===== src/sv/lphi_pkg.sv =====
// ----------------------------------------------------------------------------
// lphi_pkg: shared types and constants for the linear probing hash index
// Field structs, action and status codes, default sizes.
// ----------------------------------------------------------------------------
package lphi_pkg;

  localparam int unsigned SlotsDefault = 64;
  localparam int unsigned KeyW = 31;
  localparam int unsigned CfgW = 7;

  localparam logic [1:0] ActInsert = 2'd0;
  localparam logic [1:0] ActSearch = 2'd1;
  localparam logic [1:0] ActDelete = 2'd2;
  localparam logic [1:0] ActNop    = 2'd3;

  localparam logic [2:0] StInserted = 3'd0;
  localparam logic [2:0] StFull     = 3'd1;
  localparam logic [2:0] StFound    = 3'd2;
  localparam logic [2:0] StNotFound = 3'd3;
  localparam logic [2:0] StDeleted  = 3'd4;

  typedef struct packed {
    logic [1:0]      action;
    logic [KeyW-1:0] key;
  } cmd_t;

  typedef struct packed {
    logic [2:0] status;
    logic [5:0] slot;
    logic [5:0] record_position;
  } rsp_t;

endpackage


===== src/sv/lphi_mod.sv =====
// ----------------------------------------------------------------------------
// lphi_mod: iterative key modulo unit
// Restoring division remainder of a key by the table size, one bit a cycle.
// ----------------------------------------------------------------------------
module lphi_mod
  import lphi_pkg::*;
#(
  parameter int unsigned AW = 6
) (
  input  logic          clk_i,
  input  logic          rst_ni,
  input  logic          go_i,
  input  logic [KeyW-1:0] key_i,
  input  logic [AW:0]   div_i,
  output logic          done_o,
  output logic [AW-1:0] rem_o
);

  localparam int unsigned CW = $clog2(KeyW + 1);

  logic [KeyW-1:0] sh_q;
  logic [AW+1:0]   rem_q;
  logic [AW:0]     div_q;
  logic [CW-1:0]   cnt_q;
  logic            run_q;
  logic [AW+1:0]   trial;

  assign trial  = {rem_q[AW:0], sh_q[KeyW-1]};
  assign done_o = run_q && (cnt_q == '0);
  assign rem_o  = rem_q[AW-1:0];

  always_ff @(posedge clk_i or negedge rst_ni) begin
    if (!rst_ni) begin
      run_q <= 1'b0;
      cnt_q <= '0;
    end else if (go_i) begin
      run_q <= 1'b1;
      cnt_q <= CW'(KeyW);
    end else if (run_q) begin
      if (cnt_q == '0) run_q <= 1'b0;
      else cnt_q <= cnt_q - 1'b1;
    end
  end

  always_ff @(posedge clk_i) begin
    if (go_i) begin
      sh_q  <= key_i;
      rem_q <= '0;
      div_q <= div_i;
    end else if (run_q && cnt_q != '0) begin
      sh_q <= {sh_q[KeyW-2:0], 1'b0};
      if (trial >= {1'b0, div_q}) rem_q <= trial - {1'b0, div_q};
      else rem_q <= trial;
    end
  end

endmodule


===== src/sv/lphi_ctrl.sv =====
// ----------------------------------------------------------------------------
// lphi_ctrl: command sequencer with slot table and record store
// Insert and rebuild after delete walk one slot per cycle; search walks slower.
// ----------------------------------------------------------------------------
module lphi_ctrl
  import lphi_pkg::*;
#(
  parameter int unsigned SLOTS = SlotsDefault
) (
  input  logic       clk_i,
  input  logic       rst_ni,
  input  logic       start,
  output logic       busy,
  input  cmd_t       cmd_i,
  input  logic       cfg_we_i,
  input  logic [CfgW-1:0] cfg_wdata_i,
  output logic       done_o,
  output rsp_t       rsp_o
);

  localparam int unsigned AW = $clog2(SLOTS);
  localparam int unsigned NW = AW + 1;

  typedef enum logic [3:0] {
    S_IDLE, S_MOD, S_INS, S_SRD, S_SKEY, S_SCMP, S_DRD, S_DWR, S_CLR, S_RRD,
    S_RKEY, S_RMOD, S_RINS
  } state_e;

  state_e          state_q;
  logic [CfgW-1:0] tsize_q;
  logic [NW-1:0]   n;
  logic [SLOTS-1:0] valid_q;
  logic [AW-1:0]   stab [SLOTS];
  logic [KeyW-1:0] keys [SLOTS];
  logic [NW-1:0]   count_q;
  cmd_t            cmd_q;
  logic [AW-1:0]   idx_q;
  logic [NW-1:0]   step_q;
  logic [NW-1:0]   rd_q, wr_q;
  logic [KeyW-1:0] krd_q;
  logic [AW-1:0]   pos_q;
  logic            mgo;
  logic            mdone;
  logic [AW-1:0]   mrem;
  logic [KeyW-1:0] mkey;
  logic [AW-1:0]   idx_nx;

  always_comb begin
    if (tsize_q == '0) n = NW'(1);
    else if (32'(tsize_q) > SLOTS) n = NW'(SLOTS);
    else n = NW'(tsize_q);
  end

  assign idx_nx = ({1'b0, idx_q} + 1'b1 >= n) ? '0 : idx_q + 1'b1;
  assign busy   = (state_q != S_IDLE);
  assign mkey   = (state_q == S_IDLE) ? cmd_i.key : krd_q;
  assign mgo    = (start && !busy) || (state_q == S_RKEY);

  lphi_mod #(.AW(AW)) u_mod (
    .clk_i (clk_i), .rst_ni(rst_ni), .go_i(mgo), .key_i(mkey),
    .div_i (n), .done_o(mdone), .rem_o(mrem)
  );

  always_ff @(posedge clk_i) begin
    if (state_q == S_SRD) pos_q <= stab[idx_q];
    if (state_q == S_DRD || state_q == S_RRD) krd_q <= keys[rd_q[AW-1:0]];
    if (state_q == S_SKEY) krd_q <= keys[pos_q];
    if (state_q == S_DWR && krd_q != cmd_q.key) keys[wr_q[AW-1:0]] <= krd_q;
    if (state_q == S_INS && !valid_q[idx_q] && cmd_q.action == ActInsert)
      keys[count_q[AW-1:0]] <= cmd_q.key;
    if ((state_q == S_INS || state_q == S_RINS) && !valid_q[idx_q])
      stab[idx_q] <= (state_q == S_INS) ? count_q[AW-1:0] : rd_q[AW-1:0];
  end

  always_ff @(posedge clk_i or negedge rst_ni) begin
    if (!rst_ni) begin
      state_q <= S_IDLE;
      tsize_q <= CfgW'(SlotsDefault);
      valid_q <= '0;
      count_q <= '0;
      done_o  <= 1'b0;
      rsp_o   <= '0;
      cmd_q   <= '0;
      idx_q   <= '0;
      step_q  <= '0;
      rd_q    <= '0;
      wr_q    <= '0;
    end else begin
      done_o <= 1'b0;
      case (state_q)
        S_IDLE: begin
          if (cfg_we_i) begin
            tsize_q <= cfg_wdata_i;
            valid_q <= '0;
            count_q <= '0;
          end else if (start) begin
            cmd_q   <= cmd_i;
            step_q  <= '0;
            if (cmd_i.action == ActDelete) begin
              rd_q <= '0; wr_q <= '0;
              state_q <= S_DRD;
            end else if (cmd_i.action == ActInsert && count_q >= NW'(SLOTS)) begin
              done_o <= 1'b1; rsp_o <= '{StFull, 6'd0, 6'd0};
            end else if (cmd_i.action == ActInsert || cmd_i.action == ActSearch) begin
              state_q <= S_MOD;
            end else begin
              done_o <= 1'b1; rsp_o <= '{StNotFound, 6'd0, 6'd0};
            end
          end
        end
        S_MOD: if (mdone) begin
          idx_q   <= mrem;
          state_q <= (cmd_q.action == ActInsert) ? S_INS : S_SRD;
        end
        S_INS: begin
          if (!valid_q[idx_q]) begin
            valid_q[idx_q] <= 1'b1;
            done_o  <= 1'b1;
            rsp_o   <= '{StInserted, 6'(idx_q), 6'(count_q)};
            count_q <= count_q + 1'b1;
            state_q <= S_IDLE;
          end else if (step_q + 1'b1 >= n) begin
            done_o <= 1'b1; rsp_o <= '{StFull, 6'd0, 6'd0};
            state_q <= S_IDLE;
          end else begin
            step_q <= step_q + 1'b1; idx_q <= idx_nx;
          end
        end
        S_SRD: state_q <= S_SKEY;
        S_SKEY: state_q <= S_SCMP;
        S_SCMP: begin
          if (valid_q[idx_q] && {1'b0, pos_q} < count_q && krd_q == cmd_q.key) begin
            done_o <= 1'b1; rsp_o <= '{StFound, 6'(idx_q), 6'(pos_q)};
            state_q <= S_IDLE;
          end else if (step_q + 1'b1 >= n) begin
            done_o <= 1'b1; rsp_o <= '{StNotFound, 6'd0, 6'd0};
            state_q <= S_IDLE;
          end else begin
            step_q <= step_q + 1'b1; idx_q <= idx_nx; state_q <= S_SRD;
          end
        end
        S_DRD: begin
          if (rd_q >= count_q) begin
            count_q <= wr_q; valid_q <= '0; rd_q <= '0; state_q <= S_RRD;
          end else state_q <= S_DWR;
        end
        S_DWR: begin
          if (krd_q != cmd_q.key) wr_q <= wr_q + 1'b1;
          rd_q <= rd_q + 1'b1; state_q <= S_DRD;
        end
        S_RRD: begin
          if (rd_q >= count_q) begin
            done_o <= 1'b1; rsp_o <= '{StDeleted, 6'd0, 6'd0};
            state_q <= S_IDLE;
          end else begin
            step_q <= '0; state_q <= S_RKEY;
          end
        end
        S_RKEY: state_q <= S_RMOD;
        S_RMOD: if (mdone) begin
          idx_q <= mrem; state_q <= S_RINS;
        end
        S_RINS: begin
          if (!valid_q[idx_q] || step_q + 1'b1 >= n) begin
            if (!valid_q[idx_q]) valid_q[idx_q] <= 1'b1;
            rd_q <= rd_q + 1'b1; state_q <= S_RRD;
          end else begin
            step_q <= step_q + 1'b1; idx_q <= idx_nx;
          end
        end
        default: state_q <= S_IDLE;
      endcase
    end
  end

endmodule


===== src/sv/linear_probe_hash_index.sv =====
// ----------------------------------------------------------------------------
// linear_probe_hash_index: open addressing hash index with linear probing
//
// Channel   Direction  Handshake          Payload
// command   in         start & !busy      cmd_i  (action, key)
// result    out        done_o strobe      rsp_o  (status, slot, record_position)
// config    in         cfg_we_i           cfg_wdata_i (table_size)
//
// Steps: the home slot comes from the bit-serial modulo unit; an insert then
// probes one slot a cycle from there and strobes its result on the first free
// slot, else Full; a search reads each slot through S_SRD, S_SKEY and S_SCMP.
// Delete first compacts the record store, reading each record and writing the
// kept ones, then for each kept record reruns the modulo unit and probes for a free slot.
// Reset empties the slot table and the record store. The receiver cannot
// stall; busy holds off new commands until the result strobe.
// ----------------------------------------------------------------------------
module linear_probe_hash_index
  import lphi_pkg::*;
#(
  parameter int unsigned SLOTS = SlotsDefault
) (
  input  logic            clk_i,
  input  logic            rst_ni,
  input  logic            start,
  output logic            busy,
  input  cmd_t            cmd_i,
  input  logic            cfg_we_i,
  input  logic [CfgW-1:0] cfg_wdata_i,
  output logic            done_o,
  output rsp_t            rsp_o
);

  lphi_ctrl #(.SLOTS(SLOTS)) u_ctrl (
    .clk_i(clk_i), .rst_ni(rst_ni), .start(start), .busy(busy), .cmd_i(cmd_i),
    .cfg_we_i(cfg_we_i), .cfg_wdata_i(cfg_wdata_i), .done_o(done_o), .rsp_o(rsp_o)
  );

  a_done_busy: assert property (@(posedge clk_i) disable iff (!rst_ni)
    done_o && $past(busy) |-> !busy) else $error("result while still busy");
  a_status_range: assert property (@(posedge clk_i) disable iff (!rst_ni)
    done_o |-> rsp_o.status <= StDeleted) else $error("bad status");
  a_noslot: assert property (@(posedge clk_i) disable iff (!rst_ni)
    done_o && (rsp_o.status == StFull || rsp_o.status == StDeleted) |-> rsp_o.slot == '0)
    else $error("slot set on no-slot status");

endmodule


===== config.mk =====
export PLATFORM = sky130hd
export DESIGN_NAME = linear_probe_hash_index
export DESIGN_NICKNAME = d
export VERILOG_FILES = /design/src/sv/lphi_pkg.sv /design/src/sv/lphi_mod.sv /design/src/sv/lphi_ctrl.sv /design/src/sv/linear_probe_hash_index.sv
export SDC_FILE = /design/constraint.sdc
export NUM_CORES = 2
export LEC_CHECK = 0
export BUFFER_PORTS_ARGS = -buffer_cell sky130_fd_sc_hd__buf_4
export CORE_MARGIN = 2
export CORE_UTILIZATION = 69
export DETAILED_ROUTE_END_ITERATION = 12
export PLACE_DENSITY_LB_ADDON = 0.08
export SYNTH_ARGS = -nofsm -noshare
export SYNTH_HDL_FRONTEND = slang
export SYNTH_SLANG_ARGS = --single-unit

===== constraint.sdc =====
create_clock -name clk_i -period 12.8 [get_ports clk_i]
set_input_delay 1.92 -clock clk_i [delete_from_list [all_inputs] [get_ports clk_i]]
set_output_delay 1.92 -clock clk_i [all_outputs]
set_load 0.01 [all_outputs]

# Yosys cells after proc, flatten, opt, wreduce, memory -nomap -nowiden
# Memory sizes are Yosys's and may differ from the RTL's. A register that Yosys moved wholly into a read port is not among the register bits.
# Index checks and enable logic that the tools add are counted.
classes:
  reduce_logical: 48
  magnitude_cmp: 9
  n_bitwise: 2
  n_eq_ne: 38
  n_addsub: 8
  n_mux: 97
ops:
  columns: ["cell", "count"]
  rows:
  - ["two-way mux 64 bit", 4]
  - ["one-hot mux 64 bit (4 select lines)", 1]
  - ["two-way mux 31 bit", 6]
  - ["two-way mux 15 bit", 10]
  - ["two-way mux 7 bit", 19]
  - ["bitwise OR 64 bit", 1]
  - ["one-hot mux 15 bit (4 select lines)", 1]
  - ["two-way mux 4 bit", 13]
  - ["two-way mux 6 bit", 8]
  - ["one-hot mux 4 bit (12 select lines)", 1]
  - ["one-hot mux 7 bit (5 select lines)", 1]
  - ["== test 31 bit", 1]
  - ["!= test 31 bit", 1]
  - ["OR reduction 31 bit", 1]
  - ["adder 7 x 1 -> 7 bit (second input constant)", 4]
  - ["!= test 2 bit (second input constant)", 14]
  - ["one-hot mux 7 bit (4 select lines)", 1]
  - ["one-hot mux 6 bit (4 select lines)", 1]
  - ["two-way mux 1 bit", 22]
  - [">= comparator 7 bit", 3]
  - ["one-hot mux 7 bit (3 select lines)", 1]
  - ["nonzero test 4 bit", 5]
  - ["== test 4 x 3 -> 1 bit (second input constant)", 4]
  - ["== test 4 bit (second input constant)", 4]
  - ["42 further kinds", 75]
word_totals:
  register_bits: 240
  ram_bits: 2368
  wordCells: 224
  inputBits: 44
  mem_count: 2
mem_list:
  columns: ["memory", "depth", "width", "read_ports", "rd_clocked_by_memory_dff", "write_ports", "line", "rtl"]
  rows:
  - ["u_ctrl.keys", 64, 31, 2, 0, 1, "lphi_ctrl.sv:34", "logic [KeyW-1:0] keys [SLOTS];"]
  - ["u_ctrl.stab", 64, 6, 1, 1, 1, "lphi_ctrl.sv:33", "logic [AW-1:0] stab [SLOTS];"]

# Logic depth before layout (Yosys ltp)
depth:
  depth_word: 9
  mapped_depth: 14
  depth_no_buf: 12

# By module
# A second synthesis with hierarchy kept.
unflattened:
  cells_unflattened: 5722
  area_unflattened_um2: 118341.0
by_module_without_submodules:
  columns: ["module", "area_each_um2", "cells_each", "seq_area_each_um2", "n_inst"]
  rows:
  - ["lphi_ctrl", 115822.3, 5533, 76174.3, 1]
  - ["lphi_mod", 2518.7, 189, 1431.4, 1]

# Worst setup path after synthesis
# Ideal clock, no wire load.
synth_timing:
  path_kind: "register to register"
  from: "register u_ctrl.state_q[3]"
  to: "memory u_ctrl.stab[0][0], data pin"
  synth_period_minus_slack_ns: 4.434
  arrival_time_ns: 3.732
  slack_ns: 8.366
  required_ns: 12.098
  path_stages_with_launch: 6
  n_path_buf: 2
  path_cell_list: "dfrtp_1 clkbuf_1 nor2_1 nand3b_1 clkbuf_1 o21ai_0"
synth_between:
  elab_chain_len: 2
synth_lines:
  columns: ["item", "line", "rtl"]
  rows:
  - ["start, declared", "lphi_ctrl.sv:29", "state_e state_q;"]
  - ["start signal, assigned", "lphi_ctrl.sv:113", "state_q <= (cmd_q.action == ActInsert) ? S_INS : S_SRD;"]
  - ["== test 4 x 2 -> 1 bit", "lphi_ctrl.sv:72", "stab[idx_q] <= (state_q == S_INS) ? count_q[AW-1:0] : rd_q[AW-1:0];"]
  - ["two-way mux 6 bit", "lphi_ctrl.sv:72", null]
  - ["end, declared", "lphi_ctrl.sv:33", null]
# No other way between the ends.

# Worst setup path after layout
layout_timing:
  from: "register u_ctrl.idx_q[3]"
  to: "memory u_ctrl.keys[19][11], enable pin"
layout_between:
  elab_chain_len: 9
  word_cells_on_any_way: 10
  cone_classes: "mux: 6; reduce/logical: 4"
layout_lines:
  columns: ["item", "line", "rtl"]
  rows:
  - ["start, declared", "lphi_ctrl.sv:37", "logic [AW-1:0] idx_q;"]
  - ["start signal, assigned", "lphi_ctrl.sv:112", "idx_q <= mrem;"]
  - ["start signal, assigned", "lphi_ctrl.sv:126", "step_q <= step_q + 1'b1; idx_q <= idx_nx;"]
  - ["start signal, assigned", "lphi_ctrl.sv:168", "step_q <= step_q + 1'b1; idx_q <= idx_nx;"]
  - ["binary-select mux 1 bit (select 6 bit) *", "lphi_ctrl.sv:69", "if (state_q == S_INS && !valid_q[idx_q] && cmd_q.action == ActInsert)"]
  - ["two-way mux 1 bit (not written as such) *", "lphi_ctrl.sv:69", null]
  - ["zero test 1 bit *", "lphi_ctrl.sv:69", null]
  - ["logical AND 1 bit * (2 in series)", "lphi_ctrl.sv:69", null]
  - ["two-way mux 1 bit *", "lphi_ctrl.sv:69", null]
  - ["two-way mux 1 bit (not written as such) *", "lphi_ctrl.sv:70", "keys[count_q[AW-1:0]] <= cmd_q.key;"]
  - ["OR reduction 31 bit (no line)", null, null]
  - ["two-way mux 6 bit (no line) or two-way mux 1 bit (tied branches)", null, null]
  - ["end, declared", "lphi_ctrl.sv:34", null]
# Mark *: on every way between the ends. The rest lies on a longest branch, timed or not. The select of a mux whose other input is x is not followed.

==> run summary <==
The transition time at the pin with the least slew margin is 1430 ps. STA classifies the critical path endpoint as a flop. The share of total power dissipated in combinational logic is 0.002.

In this run the worst hold path is classified as reg2reg. The most used flip-flop cell after synthesis is sky130_fd_sc_hd__edfxtp_1. The count of pins over their slew limit is 0. In this run the worst path has a maximum fanout of 43. When the netlist entered floorplanning its net count stood at 5785. The post-route worst hold slack is 488 ps.

The critical path in this run is classified as reg2reg. The wire-length estimate of the detail-placed layout is 190000 um. The net total in the final layout came out at 5859. The layout has 8578 filler cells. VDD sags by at most 0.000147 V.

No sink is reached through more buffers than the 4 on the longest clock path. The total core area came out at 170000 sq um. Yosys attributes the largest share of cell area to sky130_fd_sc_hd__edfxtp_1 (62%), sky130_fd_sc_hd__mux4_2 (25%), sky130_fd_sc_hd__dfrtp_1 (3.5%), sky130_fd_sc_hd__mux2_2 (1.1%), sky130_fd_sc_hd__a22oi_1 (0.95%).

The internal power of the cells totals 13.7 mW. For this design the top-level I/O count stands at 61. The worst endpoint data arrival time is 6470 ps. The post-synth design cell area came out at 118000 sq um. The startpoint identified for the worst hold timing path is u_ctrl.valid_q[44]. Setup repair after global routing left no endpoint under its margin. The cell sitting at the root of the clock tree is a sky130_fd_sc_hd__clkbuf_16. The clock tree skew after final layout came out at 41.3 ps.

The largest incremental delay on the critical path is 1140 ps. The clock network latency to the later pin of the worst-skew pair came out at 940 ps. The worst hold path stage count came out at 1. Of the total power, the clock network draws 0.458.

The cell at the slowest stage of the critical path is sky130_fd_sc_hd__nor2_4. Summing all placed instances gives a cell area of 122000 sq um. Clock-pin slew was measured on the worst setup and hold paths at 60 ps. The setup check on the worst reg-to-reg path leaves a slack of 6890 ps. The average detailed-routed wire length per instance is 42.5 um. The minimum clock period is 5910 ps. In the synthesized netlist, the number of instances is 5702.

After clock tree synthesis, the repair step resized 0 gates. The synthesized area per cell came out at 20.7 sq um. The critical register-to-register path startpoint is u_ctrl.idx_q[3]. The number of placement rows came out at 151. After synthesis, the most frequently instantiated cells are sky130_fd_sc_hd__edfxtp_1 (2443), sky130_fd_sc_hd__mux4_2 (1306), sky130_fd_sc_hd__clkbuf_1 (279), sky130_fd_sc_hd__nor2_1 (217), sky130_fd_sc_hd__dfrtp_1 (163). The flow ran to the end, and the final reports show no timing, DRC or antenna violations. The fraction of power consumed by sequential logic came out at 0.541. The area share of the largest cell type after synthesis came out at 0.621. After global routing the overflow that remains totals 0. The most repeated cell in the gate-level netlist after synthesis is sky130_fd_sc_hd__edfxtp_1. The first routing iteration left 11500 violations. The dominant cell type by count on the critical path is sky130_fd_sc_hd__buf_4. The worst path setup slack after routing came out at 6890 ps. The via count came out at 67700. The area enclosed by the die boundary came out at 174000 sq um. The starting density of the core is 0.696.

For this design, the CTS-stage hold fixing added 0 buffers. Summed over all cells, the static leakage comes to 31.1 nW. The share of final-layout standard cells stronger than drive strength 1 is 0.360. From left edge to right edge, the die measures 418 um. The worst register-to-register path ends at u_ctrl.keys[19][11]. CTS saw 2614 sinks. The fraction of the cycle the final worst path needs is 0.462. In the synthesized netlist the async set-or-reset flop fraction comes to 0.0627.

The synthesized design contains 2614 register bits. The wire length of the first global-routing pass came out at 498000 um. The summed negative setup slack over all endpoints is 0 ps. Traced cell by cell, the critical path runs through inv_1 -> nand2_1 -> a31o_2 -> nand4_2 -> nor3_4 -> buf_4 -> a31oi_2 -> nor2_4 -> buf_4. The area of all placed cells without fillers came out at 130000 sq um. The number of nets with antenna violations after detailed routing is 0.

Summed over all layers, the routed wires come to 349000 um. For this run, the number of Yosys warnings is 0. In this run, synthesis inferred 2443 flip-flops with an integrated enable. The maximum level of the CTS H-tree is 5. For hold timing, the worst endpoint is u_ctrl.valid_q[44]. The power density over the cells came out at 131 nW/um^2. The cell type group with the largest total delay on the critical path is simple AND/OR/NAND/NOR gates. Input and output buffers added on the ports amount to 60.

The number of cells on the worst reg-to-reg path is 9. The initial antenna violation count came out at 20. The biggest area contributor in the post-synthesis netlist is sky130_fd_sc_hd__edfxtp_1. The height of the die is 418 um. The total buffers and inverters traversed by the critical path is 3. The mean number of vias per cell is 8.26.

The global-route usage over all layers came out at 0.410. At the end of routability-driven placement, the weighted congestion stood at 0.878. The max-capacitance violation count is 0. For the worst setup path, the data required time is 13360 ps.

The number of hold violations in the final report was 0. The critical path starts at u_ctrl.idx_q[3]. The number of distinct library cells after synthesis came out at 92.

For this run, the detailed router's first-pass iteration total came to 6. The CTS tree is built. The number of post-CTS setup repair buffers is 0. The power spent charging and discharging nets came out at 3.31 mW. The area growth from synthesis to layout is 10.2%.

The pin count of the biggest net entering global routing is 141. The post-route DRC violation count is 0. STA classifies the critical path startpoint as a flop.

The worst max-slew margin expressed relative to the limit came out at 0.0418. The via count of the first global-routing pass came out at 67900. The setup-violating endpoint count in the final report is 0.

The highest clock frequency the design can meet is 169 MHz. The number of CTS-inserted buffers came out at 280. The storage element area is 77600 sq um. The area of the multi-input gates is 39200 sq um. The final core utilization came out at 0.767.

The post-placement setup slack came out at 7130 ps. The net switching fraction of the power came out at 0.194. Of the synthesized area, sequential elements account for 0.657.
-- cell families after synthesis --
logic type,Yosys count,share of synthesized area
AND/OR/NAND/NOR,542,0.0221
flip-flops,2614,0.657
adder cells (fa/ha/maj),40,0.00428
multiplexers,1441,0.262
XOR/XNOR,49,0.00363
buffers and inverters,475,0.0165
AO/OA/AOI/OAI,541,0.0344
-- power groups by stage --
stage	Sequential (mW)	Combinational [mW]	Clock, mW
2_1_floorplan	9.38	0.00101	0
3_3_place_gp	9.38	0.0288	0
3_5_place_dp	9.38	0.0291	0
4_1_cts	9.20	0.0292	7.81
5_1_grt	9.20	0.0310	8.09
6_report	9.20	0.0286	7.79
-- how the worst max path moves through the flow --
stage,endpoint,slack (ps),cells after the start
finish,u_ctrl.keys[19][11],6890,9
detailed placement,u_ctrl.keys[19][10],7130,12
global placement,u_ctrl.keys[19][10],7220,12
CTS,u_ctrl.keys[19][11],7030,12
floorplan,u_ctrl.stab[0][0],8370,5
global route,u_ctrl.keys[19][11],6740,9
-- worst register-to-register path: cells and delay by family (launching register included) --
| kind | cells | cell delay, ps |
|---|---|---|
| AND/OR/NAND/NOR | 4 | 2340 |
| buffers and inverters | 3 | 1440 |
| AO/OA/AOI/OAI | 2 | 890 |
| flip-flops | 1 | 860 |
-- placed cells by master, fill, tap and decap left out, types with 11 or more instances in the layout --
cell | synthesis | layout
sky130_fd_sc_hd__a211oi_1 | 12 | 12
sky130_fd_sc_hd__nor2_1 | 217 | 151
sky130_fd_sc_hd__mux2_2 | 112 | 112
sky130_fd_sc_hd__inv_1 | 39 | 38
sky130_fd_sc_hd__clkinv_2 | 0 | 44
sky130_fd_sc_hd__ha_1 | 38 | 38
sky130_fd_sc_hd__nor4_1 | 13 | 13
sky130_fd_sc_hd__mux2i_1 | 18 | 12
sky130_fd_sc_hd__nand3_1 | 27 | 27
sky130_fd_sc_hd__clkbuf_16 | 0 | 291
sky130_fd_sc_hd__a41oi_1 | 15 | 15
sky130_fd_sc_hd__a22o_1 | 35 | 35
sky130_fd_sc_hd__o2bb2ai_1 | 70 | 70
sky130_fd_sc_hd__a21oi_1 | 46 | 45
sky130_fd_sc_hd__o21ai_0 | 35 | 29
sky130_fd_sc_hd__bufinv_16 | 0 | 16
sky130_fd_sc_hd__nand2_1 | 130 | 128
sky130_fd_sc_hd__clkinv_1 | 1 | 37
sky130_fd_sc_hd__buf_12 | 0 | 11
sky130_fd_sc_hd__xnor2_1 | 43 | 43
sky130_fd_sc_hd__edfxtp_1 | 2443 | 2443
sky130_fd_sc_hd__nand4_1 | 26 | 26
sky130_fd_sc_hd__mux4_2 | 1306 | 1306
sky130_fd_sc_hd__nor3_1 | 29 | 24
sky130_fd_sc_hd__nor2_4 | 0 | 66
sky130_fd_sc_hd__a31oi_1 | 62 | 58
sky130_fd_sc_hd__dfrtp_1 | 163 | 157
sky130_fd_sc_hd__a221oi_1 | 27 | 27
sky130_fd_sc_hd__nor2b_1 | 17 | 17
sky130_fd_sc_hd__clkbuf_1 | 279 | 72
sky130_fd_sc_hd__a22oi_1 | 150 | 150
sky130_fd_sc_hd__buf_4 | 2 | 212
-- through the flow --
step | total power [mW] | std cells
4_1_cts | 17.0 | 8186
3_5_place_dp | 9.41 | 7712
5_1_grt | 17.3 | 8189
6_report | 17.0 | 8196
2_1_floorplan | 9.38 | 5702
3_3_place_gp | 9.41 | 7712
-- layer usage --
| layer | part of all wire | global-route usage |
|---|---|---|
| met1 | 0.33 | 0.566 |
| met2 | 0.46 | 0.599 |
| met3 | 0.15 | 0.137 |
| met4 | 0.060 | 0.204 |
| met5 | 0.00037 | 0 |
-- area by class of cell --
cell class                      count  area share
Clock inverter                    105     0.00703
Antenna cell                       10    0.000192
Sequential cell                  2614       0.596
Inverter                           43     0.00128
Tap cell                         2218      0.0213
Multi-Input combinational cell   2613       0.301
Timing Repair Buffer              224      0.0140
Clock buffer                      369      0.0586
-- flip-flops by register name, summed over array words and instances (netlist names), 15 cells and up --
signal and flops:
u_ctrl.cmd_q 33, u_ctrl.keys 1984, u_ctrl.rsp_o 15, u_ctrl.stab 384, u_ctrl.u_mod.sh_q 31, u_ctrl.valid_q 64
u_ctrl.krd_q 31
No activity file was read; power rests on OpenSTA's default activity.
